===== src/rtl/exl_pkg.sv =====
// Package for the expression token lexer: result word type, push bundle,
// token kind codes, queue sizing and character class functions.
// Depends on nothing; every other rtl file imports it.
package exl_pkg;

	localparam int POS_BITS_DEF = 16;

	localparam int          RES_DEPTH = 4;
	localparam int          RES_PTR_W = $clog2(RES_DEPTH);
	localparam int          RES_CNT_W = $clog2(RES_DEPTH + 1);

	localparam logic [30:0] VALUE_MAX = 31'h7FFF_FFFF;
	localparam logic [15:0] FIELD_MAX = 16'hFFFF;

	localparam logic [7:0]  CH_ZERO  = 8'h30;
	localparam logic [7:0]  CH_NINE  = 8'h39;
	localparam logic [7:0]  CH_EQ    = 8'h3D;
	localparam logic [7:0]  CH_BANG  = 8'h21;
	localparam logic [7:0]  CH_LT    = 8'h3C;
	localparam logic [7:0]  CH_GT    = 8'h3E;
	localparam logic [7:0]  CH_SPACE = 8'h20;

	typedef enum logic [1:0] {
		KIND_PUNCT = 2'd0,
		KIND_NUM   = 2'd1,
		KIND_EOF   = 2'd2,
		KIND_ERR   = 2'd3
	} kind_t;

	typedef struct packed {
		kind_t       kind;
		logic [30:0] value;
		logic [7:0]  c1;
		logic [7:0]  c2;
		logic [15:0] start;
		logic [15:0] len;
		logic        ovf;
		logic        last;
	} res_t;

	// Results of one item on their way into the result queue.
	typedef struct packed {
		logic [1:0] n;
		res_t       r0;
		res_t       r1;
	} push_t;

	function automatic logic is_space(input logic [7:0] c);
		return (c == CH_SPACE) || (c >= 8'd9 && c <= 8'd13);
	endfunction

	function automatic logic is_digit(input logic [7:0] c);
		return (c >= CH_ZERO) && (c <= CH_NINE);
	endfunction

	function automatic logic is_punct(input logic [7:0] c);
		return (c >= 8'd33 && c <= 8'd47) || (c >= 8'd58 && c <= 8'd64) ||
		       (c >= 8'd91 && c <= 8'd96) || (c >= 8'd123 && c <= 8'd126);
	endfunction

	function automatic logic is_held_op(input logic [7:0] c);
		return (c == CH_EQ) || (c == CH_BANG) || (c == CH_LT) || (c == CH_GT);
	endfunction

endpackage


===== src/rtl/exl_core.sv =====
// Lexer state register and the single-pass next-state and token logic.
// Depends on exl_pkg.
module exl_core #(
	parameter int POS_BITS = exl_pkg::POS_BITS_DEF
) (
	input  logic          clk,
	input  logic          arst_n,
	input  logic          fire,
	input  logic [7:0]    char_code,
	input  logic          end_mark,
	output exl_pkg::push_t push
);
	import exl_pkg::*;

	localparam int SW = (POS_BITS > 16) ? POS_BITS : 16;

	typedef enum logic [1:0] {
		MODE_IDLE = 2'd0,
		MODE_NUM  = 2'd1,
		MODE_HELD = 2'd2,
		MODE_ERR  = 2'd3
	} mode_t;

	mode_t               mode_q, mode_d;
	logic [30:0]         acc_q, acc_d;
	logic                ovf_q, ovf_d;
	logic [POS_BITS-1:0] start_q, start_d;
	logic [POS_BITS-1:0] cnt_q, cnt_d;
	logic [7:0]          held_q, held_d;
	logic [POS_BITS-1:0] pos_q, pos_d;

	logic        have_a, have_b, run_idle;
	res_t        res_a, res_b;
	logic [34:0] acc_x10;

	function automatic logic [15:0] sat16(input logic [POS_BITS-1:0] v);
		logic [SW-1:0] ve;
		ve = SW'(v);
		return (ve > SW'(FIELD_MAX)) ? FIELD_MAX : ve[15:0];
	endfunction

	function automatic logic [POS_BITS-1:0] bump(input logic [POS_BITS-1:0] v);
		return (&v) ? v : v + POS_BITS'(1);
	endfunction

	function automatic res_t mk(input kind_t k, input logic [30:0] val,
	                            input logic [7:0] a, input logic [7:0] b,
	                            input logic [15:0] s, input logic [15:0] l,
	                            input logic o);
		res_t r;
		r.kind  = k;
		r.value = val;
		r.c1    = a;
		r.c2    = b;
		r.start = s;
		r.len   = l;
		r.ovf   = o;
		r.last  = 1'b0;
		return r;
	endfunction

	// acc * 10 + digit, as shifts; the digit is the low nibble of '0'..'9'
	assign acc_x10 = ({4'b0, acc_q} << 3) + ({4'b0, acc_q} << 1) + 35'(char_code[3:0]);

	always_comb begin
		mode_d   = mode_q;
		acc_d    = acc_q;
		ovf_d    = ovf_q;
		start_d  = start_q;
		cnt_d    = cnt_q;
		held_d   = held_q;
		pos_d    = pos_q;
		have_a   = 1'b0;
		have_b   = 1'b0;
		run_idle = 1'b0;
		res_a    = '0;
		res_b    = '0;
		if (end_mark) begin
			// flush whatever is pending, then end of file, then back to reset
			if (mode_q == MODE_NUM) begin
				have_a = 1'b1;
				res_a  = mk(KIND_NUM, acc_q, 8'd0, 8'd0, sat16(start_q), sat16(cnt_q), ovf_q);
			end else if (mode_q == MODE_HELD) begin
				have_a = 1'b1;
				res_a  = mk(KIND_PUNCT, 31'd0, held_q, 8'd0, sat16(start_q), 16'd1, 1'b0);
			end
			have_b  = 1'b1;
			res_b   = mk(KIND_EOF, 31'd0, 8'd0, 8'd0, sat16(pos_q), 16'd0, 1'b0);
			mode_d  = MODE_IDLE;
			acc_d   = '0;
			ovf_d   = 1'b0;
			start_d = '0;
			cnt_d   = '0;
			held_d  = '0;
			pos_d   = '0;
		end else begin
			unique case (mode_q)
				MODE_NUM: begin
					if (is_digit(char_code)) begin
						if (acc_x10 > 35'(VALUE_MAX)) begin
							acc_d = VALUE_MAX;
							ovf_d = 1'b1;
						end else begin
							acc_d = acc_x10[30:0];
						end
						cnt_d = bump(cnt_q);
					end else begin
						have_a   = 1'b1;
						res_a    = mk(KIND_NUM, acc_q, 8'd0, 8'd0, sat16(start_q),
						              sat16(cnt_q), ovf_q);
						mode_d   = MODE_IDLE;
						run_idle = 1'b1;
					end
				end
				MODE_HELD: begin
					have_a = 1'b1;
					mode_d = MODE_IDLE;
					if (char_code == CH_EQ) begin
						res_a = mk(KIND_PUNCT, 31'd0, held_q, char_code, sat16(start_q),
						           16'd2, 1'b0);
					end else begin
						res_a    = mk(KIND_PUNCT, 31'd0, held_q, 8'd0, sat16(start_q),
						              16'd1, 1'b0);
						run_idle = 1'b1;
					end
				end
				MODE_ERR: begin
				end
				MODE_IDLE: begin
					run_idle = 1'b1;
				end
				default: begin
				end
			endcase
			if (run_idle) begin
				if (is_space(char_code)) begin
				end else if (is_digit(char_code)) begin
					mode_d  = MODE_NUM;
					acc_d   = 31'(char_code[3:0]);
					ovf_d   = 1'b0;
					start_d = pos_q;
					cnt_d   = POS_BITS'(1);
				end else if (is_held_op(char_code)) begin
					mode_d  = MODE_HELD;
					held_d  = char_code;
					start_d = pos_q;
				end else if (is_punct(char_code)) begin
					have_b = 1'b1;
					res_b  = mk(KIND_PUNCT, 31'd0, char_code, 8'd0, sat16(pos_q), 16'd1, 1'b0);
				end else begin
					have_b = 1'b1;
					res_b  = mk(KIND_ERR, 31'd0, char_code, 8'd0, sat16(pos_q), 16'd1, 1'b0);
					mode_d = MODE_ERR;
				end
			end
			pos_d = bump(pos_q);
		end
	end

	// pack up to two results in order; mark the last one
	always_comb begin
		push    = '0;
		push.r0 = res_a;
		push.r1 = res_b;
		if (have_a && have_b) begin
			push.n       = 2'd2;
			push.r1.last = 1'b1;
		end else if (have_a) begin
			push.n       = 2'd1;
			push.r0.last = 1'b1;
		end else if (have_b) begin
			push.n       = 2'd1;
			push.r0      = res_b;
			push.r0.last = 1'b1;
		end
	end

	always_ff @(posedge clk or negedge arst_n) begin
		if (!arst_n) begin
			mode_q  <= MODE_IDLE;
			acc_q   <= '0;
			ovf_q   <= 1'b0;
			start_q <= '0;
			cnt_q   <= '0;
			held_q  <= '0;
			pos_q   <= '0;
		end else if (fire) begin
			mode_q  <= mode_d;
			acc_q   <= acc_d;
			ovf_q   <= ovf_d;
			start_q <= start_d;
			cnt_q   <= cnt_d;
			held_q  <= held_d;
			pos_q   <= pos_d;
		end
	end

endmodule


===== src/rtl/exl_res_fifo.sv =====
// Result queue: takes up to two result words a cycle, gives one a cycle when popped.
// Depends on exl_pkg.
module exl_res_fifo (
	input  logic                          clk,
	input  logic                          arst_n,
	input  logic                          push_en,
	input  exl_pkg::push_t                push,
	input  logic                          pop,
	output exl_pkg::res_t                 head,
	output logic                          not_empty,
	output logic [exl_pkg::RES_CNT_W-1:0] free
);
	import exl_pkg::*;

	res_t                 mem_q [RES_DEPTH];
	logic [RES_PTR_W-1:0] wr_ptr_q, rd_ptr_q;
	logic [RES_CNT_W-1:0] count_q;
	logic [1:0]           n_in;

	assign n_in      = push_en ? push.n : 2'd0;
	assign head      = mem_q[rd_ptr_q];
	assign not_empty = (count_q != '0);
	assign free      = RES_CNT_W'(RES_DEPTH) - count_q;

	always_ff @(posedge clk) begin
		if (n_in != 2'd0) begin
			mem_q[wr_ptr_q] <= push.r0;
		end
		if (n_in == 2'd2) begin
			mem_q[wr_ptr_q + RES_PTR_W'(1)] <= push.r1;
		end
	end

	always_ff @(posedge clk or negedge arst_n) begin
		if (!arst_n) begin
			wr_ptr_q <= '0;
			rd_ptr_q <= '0;
			count_q  <= '0;
		end else begin
			wr_ptr_q <= wr_ptr_q + RES_PTR_W'(n_in);
			rd_ptr_q <= rd_ptr_q + RES_PTR_W'(pop);
			count_q  <= count_q + RES_CNT_W'(n_in) - RES_CNT_W'(pop);
		end
	end

endmodule


===== src/rtl/expression_token_lexer.sv =====
// Streaming lexer for integer arithmetic expressions, one character word in,
// token words out. Depends on exl_pkg, exl_core and exl_res_fifo.
//
// Each accepted input word (a character, or end_mark for end of text) lands in
// an input register and is lexed in one pass against the lexer state once the
// result queue has room for all its tokens, producing zero, one or two token
// words (last_of_run marks the final one of an input word). Tokens go into a
// four-word result queue that drives the output port, so input keeps flowing
// while a token waits to be taken. A new character is accepted every cycle while
// the queue has room; a character that raises two tokens (a flushed number or
// held operator plus a new token, or a flush plus end of file) is still one
// input word, and the queue then drains at one token per cycle, so sustained
// rate is set by the output port taking one word per cycle. Numbers saturate at
// 2^31-1 with overflow set; positions and lengths count in POS_BITS-wide
// registers that saturate, and are reported clipped to 16 bits. After an
// invalid character, characters are dropped until end_mark, which gives end of
// file and returns the lexer to its reset state.
module expression_token_lexer #(
	parameter int POS_BITS = exl_pkg::POS_BITS_DEF
) (
	input  logic         clk,
	input  logic         arst_n,
	input  logic         in_valid,
	output logic         in_ready,
	input  logic [7:0]   char_code,
	input  logic         end_mark,
	output logic         out_valid,
	input  logic         out_ready,
	output logic [1:0]   token_kind,
	output logic [30:0]  number_value,
	output logic [7:0]   first_char,
	output logic [7:0]   second_char,
	output logic [15:0]  start_pos,
	output logic [15:0]  token_len,
	output logic         overflow,
	output logic         last_of_run
);
	import exl_pkg::*;

	logic                 valid_s1;
	logic [7:0]           char_s1;
	logic                 end_s1;
	logic                 fire;
	push_t                push;
	res_t                 head;
	logic [RES_CNT_W-1:0] free;

	// lex the held word only when the queue has room for all its tokens
	assign fire     = valid_s1 && (free >= RES_CNT_W'(push.n));
	assign in_ready = !valid_s1 || fire;

	always_ff @(posedge clk or negedge arst_n) begin
		if (!arst_n) begin
			valid_s1 <= 1'b0;
		end else if (in_ready) begin
			valid_s1 <= in_valid;
		end
	end

	// payload: hold while stalled, no reset needed
	always_ff @(posedge clk) begin
		if (in_valid && in_ready) begin
			char_s1 <= char_code;
			end_s1  <= end_mark;
		end
	end

	exl_core #(
		.POS_BITS(POS_BITS)
	) u_core (
		.clk       (clk),
		.arst_n    (arst_n),
		.fire      (fire),
		.char_code (char_s1),
		.end_mark  (end_s1),
		.push      (push)
	);

	exl_res_fifo u_fifo (
		.clk       (clk),
		.arst_n    (arst_n),
		.push_en   (fire),
		.push      (push),
		.pop       (out_valid && out_ready),
		.head      (head),
		.not_empty (out_valid),
		.free      (free)
	);

	assign token_kind   = head.kind;
	assign number_value = head.value;
	assign first_char   = head.c1;
	assign second_char  = head.c2;
	assign start_pos    = head.start;
	assign token_len    = head.len;
	assign overflow     = head.ovf;
	assign last_of_run  = head.last;

endmodule


===== config.mk =====
export PLATFORM = sky130hd
export DESIGN_NAME = expression_token_lexer
export DESIGN_NICKNAME = d
export VERILOG_FILES = /design/src/rtl/exl_pkg.sv /design/src/rtl/exl_core.sv /design/src/rtl/exl_res_fifo.sv /design/src/rtl/expression_token_lexer.sv
export SDC_FILE = /design/constraint.sdc
export NUM_CORES = 1
export LEC_CHECK = 0
export BUFFER_PORTS_ARGS = -buffer_cell sky130_fd_sc_hd__buf_2
export CAP_MARGIN = 20
export CORE_MARGIN = 8
export CORE_UTILIZATION = 25
export CTS_CLUSTER_DIAMETER = 60
export DETAILED_ROUTE_END_ITERATION = 7
export MAX_ROUTING_LAYER = met4
export PLACE_DENSITY_LB_ADDON = 0.3
export SLEW_MARGIN = 25
export SYNTH_ARGS = -nofsm -noshare
export SYNTH_HDL_FRONTEND = slang
export SYNTH_HIERARCHICAL = 1
export SYNTH_SLANG_ARGS = --single-unit

===== constraint.sdc =====
create_clock -name clk -period 17.9 [get_ports clk]
set_input_delay 2.685 -clock clk [delete_from_list [all_inputs] [get_ports clk]]
set_output_delay 2.685 -clock clk [all_outputs]
set_load 0.1 [all_outputs]

==> results.cfg <==
[synthesis]
async_flop_share = 0.223
synth_edf_count = 341
yosys_warnings = 6
yosysMostFrequentCell = edfxtp_1
synth_cells = 1848
seq_area_frac_synth = 0.507
synth_largest_area_cell = edfxtp_1
syn_avg_cell_area_um2 = 13.6
synth_ff_type = edfxtp_1
synth-seq-cells = 439
synthTopCellsByCount = 341 x edfxtp_1, 265 x mux2_2, 120 x nand2_1
netlist_top_cells_area = edfxtp_1 41%, mux2_2 12%, dfrtp_1 9.8%, mux4_2 7.5%, mux2_4 4.2%
yosysTopAreaCellShare = 0.409
synth_cell_types = 82
syn-cell-area_um2 = 25100

[drt]
ant_nets = 0
routed-via-count = 15500
drt_wl_total_um = 67900
drtPass1Iterations = 5
viasPerCell = 4.75
drtIter0Drc = 1159
drc = 0
routedWlPerCell_um = 20.8

[place]
place_area_um2 = 26600
dp_hpwl_um = 42500
gp_congestion = 0.844
numPortBuffers = 97

[floorplan]
rows = 116
coreArea_um2 = 99700
dieWidth_um = 333
initial_core_util = 0.251
die_area_um2 = 111000
die_y_um = 333
ios = 98

[global_route]
track_usage = 0.122
grt_pass1_wl_um = 103000
grt_antenna_before_repair = 3
grt_max_degree = 62
grt-ovfl-total = 0
grt_pass1_vias = 16400

[timing]
timing.hold.ws_ns = 0.480
rsz0062_at_grt = no
slew_headroom = 0.319
final.setup_skew_ns = 0.0348
drv_slew = 0
hold_violations = 0
fmax_mhz = 131
max_slew.worst_pin.slew_ns = 1.02
finalSetupViolCount = 0
finalCritPeriodShare = 0.427
tns_ns = 0
period_needed_ns = 7.64

[flow_run]
cap_violations = 0

[setup_path]
crit_end = in_ready
rr_startpoint = char_s1[6]
cp-startpoint = char_s1[6]
start_kind = register
reg2reg_to = u_fifo/mem_q[3][41]
path_class = register to output pin
endpoint_kind = output pin
reg2reg_slack_ns = 11.42
critPathMaxFanout = 18
crit_arrival_ns = 4.96
reg2regPathDepth = 16
cp.required_ns = 15.21

[clock_tree]
cts_sinks = 439
cts_tree = yes
cts-htree-levels = 2
clock_latency_ns = 0.62
postCtsSetupBuffers = 0
cts.repair.resized = 0
path_clk_slew_ns = 0.06
root_buffer = clkbuf_16
hold_buffers = 0
cts_buffer_depth = 3
numCtsBuffers = 55

[layout]
drive_gt1_frac = 0.334
fillers = 10100
syn_to_final_growth_pct = 13.4
final_util = 0.285
final_cell_area_um2 = 28400
nets = 2011

[min_path]
hold_path.class = register to register

[status]
status = complete, no violations
[per-stage QoR]
step	std cells	setup WS [ns]
2_1_floorplan	1905	10.57
3_3_place_gp	3159	11.00
3_5_place_dp	3159	10.86
4_1_cts	3263	10.22
5_1_grt	3264	9.98
6_report	3265	10.26
[critical path: stages (launching register included)]
cell	delay, ns
edfxtp_1	0.49
nor3b_4	0.31
nand4_1	0.14
or3_1	0.49
a21oi_4	0.22
a21oi_2	0.10
a21o_1	0.44
ha_1	0.70
ha_1	0.31
nand2b_1	0.15
a211oi_2	0.38
nand2_1	0.26
buf_2	0.36
[registers in the layout, indices dropped and copies added, names as in the netlist]
| signal | flops |
|---|---|
| end_s1 | 1 |
| u_core/start_q | 16 |
| u_core/cnt_q | 16 |
| u_fifo/rd_ptr_q | 2 |
| char_s1 | 8 |
| u_core/ovf_q | 1 |
| u_core/pos_q | 16 |
| u_core/mode_q | 2 |
| u_fifo/wr_ptr_q | 2 |
| u_core/held_q | 8 |
| u_fifo/count_q | 3 |
| u_core/acc_q | 31 |
| valid_s1 | 1 |
| u_fifo/mem_q | 332 |
[routing by layer]
metal  track usage  vias up  part of all wire
met3        0.0172       91             0.046
met2         0.209      396              0.49
met4        0.0266        0             0.019
li1              -     7101                 -
met1         0.154     7934              0.44
met5             -        -                 0
[how the worst min path moves through the flow]
stage                            start                  to  slack, ns  depth (start not counted)
floorplan             u_core/held_q[4]    u_core/held_q[4]       0.44                          2
global placement    u_core/start_q[13]  u_core/start_q[13]       0.46                          2
detailed placement    u_core/held_q[4]    u_core/held_q[4]       0.47                          2
CTS                   u_core/held_q[4]    u_core/held_q[4]       0.48                          2
global route          u_core/held_q[3]    u_core/held_q[3]       0.51                          2
finish                u_core/held_q[4]    u_core/held_q[4]       0.48                          2
[cell families after synthesis]
kind of cell,after synthesis,synth area share
buffers and inverters,203,0.0471
AND/OR/NAND/NOR,384,0.0793
AO/OA/AOI/OAI,282,0.0762
XOR/XNOR,41,0.0143
adder cells (fa/ha/maj),79,0.0403
other,1,0.000150
flip-flops,439,0.507
multiplexers,419,0.236
[final cells by class]
cell class / count / area, um2 / share of cell area
sequential: 439 / 12700 / 0.447
timing repair buffer: 124 / 718 / 0.0253
clock inverter: 24 / 249 / 0.00876
tap: 1298 / 1620 / 0.0571
multi-input combinational: 1263 / 11500 / 0.403
antenna: 1 / 2.50 / 0.0000880
inverter: 36 / 135 / 0.00475
clock buffer: 80 / 1540 / 0.0542
[cells in the final DEF (no fill, tap or decap), types with 7 or more instances in the layout]
cell type,count
clkbuf_16,55
a221o_1,22
conb_1,58
buf_2,96
clkinv_2,8
o21ai_0,81
ha_1,76
nand2_1,120
or3_1,10
and3_1,10
nor3_1,25
buf_4,25
a21o_1,20
mux2_4,70
dfrtp_1,96
clkbuf_8,7
edfxtp_1,341
nor2_1,45
nor2b_1,8
nor4_1,9
xnor2_1,26
nand2b_1,22
o211ai_1,8
xor2_1,15
a31oi_1,7
mux2_2,265
a21oi_1,62
a22o_1,12
nand3_1,26
clkbuf_1,18
mux4_2,83
and2_1,73
nand4_1,9
inv_1,35
Power is left out: the tool's default activity adds up to more than one toggle a clock period on the data nets, which glitch-free logic cannot reach.
